==> config.mk <==
export PLATFORM = sky130hd
export DESIGN_NAME = abr_box_mem
export DESIGN_NICKNAME = d
export VERILOG_FILES = /design/src/sv/abr_box_mem.sv
export SDC_FILE = /design/constraint.sdc
export NUM_CORES = 1
export LEC_CHECK = 0
export BUFFER_PORTS_ARGS = -buffer_cell sky130_fd_sc_hd__buf_2
export CAP_MARGIN = 0
export CORE_ASPECT_RATIO = 0.6
export CORE_MARGIN = 2
export CORE_UTILIZATION = 45
export CTS_CLUSTER_DIAMETER = 120
export DETAILED_ROUTE_END_ITERATION = 12
export PLACE_DENSITY = 0.7
export SETUP_SLACK_MARGIN = 0.3
export SLEW_MARGIN = 10
export SYNTH_ARGS = -nofsm -noshare
export SYNTH_HDL_FRONTEND = slang
export SYNTH_SLANG_ARGS = --single-unit
==> constraint.sdc <==
create_clock -name clk -period 10.48 [get_ports clk]
set_clock_uncertainty 0.2 [all_clocks]
set_input_delay 0.524 -clock clk [delete_from_list [all_inputs] [get_ports clk]]
set_output_delay 0.524 -clock clk [all_outputs]
set_load 0.01 [all_outputs]
==> src/sv/abr_box_mem.sv <==
// Box table memory: one write port, one registered read port.
module abr_box_mem #(
  parameter int unsigned DEPTH = 16,
  parameter int unsigned AW = 4
) (
  input  logic          clk,
  input  logic          we,
  input  logic [AW-1:0] waddr,
  input  logic [87:0]   wdata,
  input  logic [AW-1:0] raddr,
  output logic [87:0]   rdata
);
  logic [87:0] mem [DEPTH];

  always_ff @(posedge clk) begin
    if (we) begin
      mem[waddr] <= wdata;
    end
    rdata <= mem[raddr];
  end
endmodule

==> impl_metrics.tcl <==
set metrics [dict create \
    run_status "complete, no violations" \
    ys_warn_count 0 \
    grt_start_max_net_pins 118 \
    crit_path_frequent_cell "buf_4" \
    worst_hold_slack_ns 0.311 \
    dr.first_iter.drc_count 2945 \
    synthSimpleGateAreaFrac_pct 0.852 \
    finalSetupViolCount 0 \
    drt-vias-per-instance 5.85 \
    drtAntennaViolNets 0 \
    htree_levels 4 \
    vias 25200 \
    cts_made_buffers 135 \
    leakagePower_nw 20.1 \
    synth-edff-count 1408 \
    hp-class "in -> reg" \
    antenna_found_initial 19 \
    cp_slowest_cell "buf_4" \
    tightest_slew_ns 1.11 \
    crit_path_start_kind "input pin" \
    syn_nets 2354 \
    path_class "in -> reg" \
    final_util_pct 52.6 \
    synth.distinct_cells 18 \
    finalMaxSlewViolations 0 \
    ys.flop_type "edfxtp_1" \
    arrival_ns 3.89 \
    fin_tns_setup_ns 0 \
    grt.overflow.total 0 \
    ir_worst_vdd_mv 0.136 \
    dieWidth_um 453 \
    synth_cells 2256 \
    io_pins 186 \
    wl_mm 122 \
    track_usage_pct 19.7 \
    routabilityCongestion 0.720 \
    core_area_um2 119000 \
    layout.nets 2687 \
    synth.ff_latch_count 1496 \
    rsz0062_at_grt "false" \
    dpl-instance-area_um2 57200 \
    fill_cells 8953 \
    highest_layer "met5" \
    insertion_delay_ns 0.76 \
    syn_avg_cell_area_um2 24.1 \
    maxSlewHeadroom_pct 25.7 \
    dp_cells 3964 \
    route.detailed.drc 0 \
    clock_path_buffers 3 \
    max_freq_ghz 0.289 \
    grt_pass1_vias 25900 \
    synth_xor_area_share_pct 0 \
    fin_crit_ns 3.46 \
    hpwl_mm 57.2 \
    seq_area_frac_synth_pct 81.0 \
    grt_pass1_wl_mm 177 \
    yosys.area.top_type_share_pct 77.8 \
    yosys.area.top_type "edfxtp_1" \
    instances_no_fill 4308 \
    synthAdderAreaFrac_pct 0 \
    clkTransAtPathRegs_ns 0.06 \
    cp-end-kind "flip-flop" \
    cts_tree "done" \
    synth.area.top_cells "edfxtp_1 78%, mux4_2 15%, dfxtp_1 3.2%" \
    postSynth.asyncResetShare_pct 0 \
    worstPathMaxFanout 117 \
    crit_chain "buf_8 > buf_4 > buf_4 > mux4_2 > a22oi_1 > nand2_1" \
    portBuffers 185 \
    root_buffer "clkbuf_16" \
    fin_crit_sh_pct 33.0 \
    cellPowerDensity_nw_per_um2 198 \
    drt_pass1_iterations 5 \
    clock_sinks 1496 \
    cp.required_ns 10.91 \
    area_growth_pct 15.4 \
    synth_commonest_cells "1408 x edfxtp_1, 352 x mux4_2, 176 x a22oi_1" \
    die_h_um 273 \
    netlist_area_um2 54400 \
    synth_top_family_by_area "multiplexers" \
    maxCapViolCount 0 \
    wl_met3_mm 9.53 \
    drive_gt1_share_pct 29.8 \
    final_area_um2 62800 \
    yosysMostFrequentCell "edfxtp_1" \
    wl_met2_mm 59.4 \
    hold_viol_final 0 \
    rows 98 \
    die_area_um2 124000 \
    start_util_pct 45.5 \
    cp_slowest_stage_delay_ns 0.93 \
    routedWlPerCell_um 28.2 \
    synth_compound_area_share_pct 2.43 \
    drt-met1-wl_mm 50.2 \
    synth_mux_area_share_pct 14.6 \
]
## cells by family after synthesis
kind of cell,count (synthesis)
DFF,1496
muxes,352
AOI/OAI and AO/OA,176
buffers and inverters,117
and+or+nand+nor,115
## repair_timing
item                                    CTS  global route
setup buffers                             0             0
resized for setup                         0             0
endpoints found under the hold margin  1408             0
hold buffers                             88             0
## cell usage in the layout (no fill, tap or decap), types with 2 or more instances in the layout
| cell | count |
|---|---|
| clkinv_1 | 15 |
| edfxtp_1 | 1408 |
| nor2b_4 | 2 |
| clkbuf_16 | 136 |
| a22oi_1 | 176 |
| nor2_4 | 13 |
| nor3_2 | 4 |
| clkbuf_8 | 12 |
| buf_12 | 9 |
| nand3b_1 | 2 |
| dfxtp_1 | 88 |
| nand2b_1 | 2 |
| diode_2 | 5 |
| nand2_1 | 89 |
| clkinvlp_4 | 4 |
| clkinv_16 | 2 |
| buf_2 | 183 |
| buf_4 | 31 |
| clkinv_2 | 23 |
| inv_16 | 2 |
| dlygate4sd3_1 | 88 |
| bufinv_16 | 17 |
| clkbuf_1 | 27 |
| clkinv_8 | 3 |
| mux4_2 | 352 |
| buf_8 | 2 |
| inv_6 | 8 |
## registers in the layout, indices dropped and copies added (netlist names)
signal,count
mem,1408
rdata,88
## layer usage
metal	global-route usage (%)	vias to the layer above
met5	0	-
met4	5.25	20
met3	4.15	203
met2	31.8	1094
met1	27.6	13600
li1	-	10300
## worst max-delay path, delay by kind of cell
family / cells / cell delay [ns]
buffers and inverters: 3 / 2.29
AO/OA/AOI/OAI: 1 / 0.26
AND/OR/NAND/NOR: 1 / 0.08
multiplexers: 1 / 0.42
## layout make-up
| type | count | area (um2) | area share [%] |
|---|---|---|---|
| Tap cell | 1600 | 2000 | 3.19 |
| Clock inverter | 76 | 951 | 1.52 |
| Timing Repair Buffer | 313 | 2240 | 3.57 |
| Sequential cell | 1496 | 44000 | 70.2 |
| Clock buffer | 175 | 3670 | 5.85 |
| Multi-Input combinational cell | 643 | 9850 | 15.7 |
| Antenna cell | 5 | 12.5 | 0.0199 |
## through the flow
step | worst slack, ns | power (mW)
after CTS | 7.10 | 12.6
after global placement | 6.38 | 7.42
after floorplan | 2.71 | 7.19
final | 7.02 | 12.5
after detailed placement | 6.28 | 7.45
after global routing | 6.85 | 12.8
## final timing paths
kind,startpoint,to,slack (ns),cells past startpoint
setup reg to reg,mem[0][67],rdata[67],8.80,3
hold / removal,raddr[1],rdata[58],0.31,4
hold reg to reg,mem[14][58],rdata[58],0.46,3
setup / recovery,raddr[1],rdata[71],7.02,6
## where the power goes
group	total, mW	internal (mW)	switching (mW)
registers	6.74	6.69	0.0554
clock network	5.11	2.93	2.18
logic	0.602	0.250	0.352
total	12.5	9.87	2.59
No activity file was read; power rests on OpenSTA's default activity.
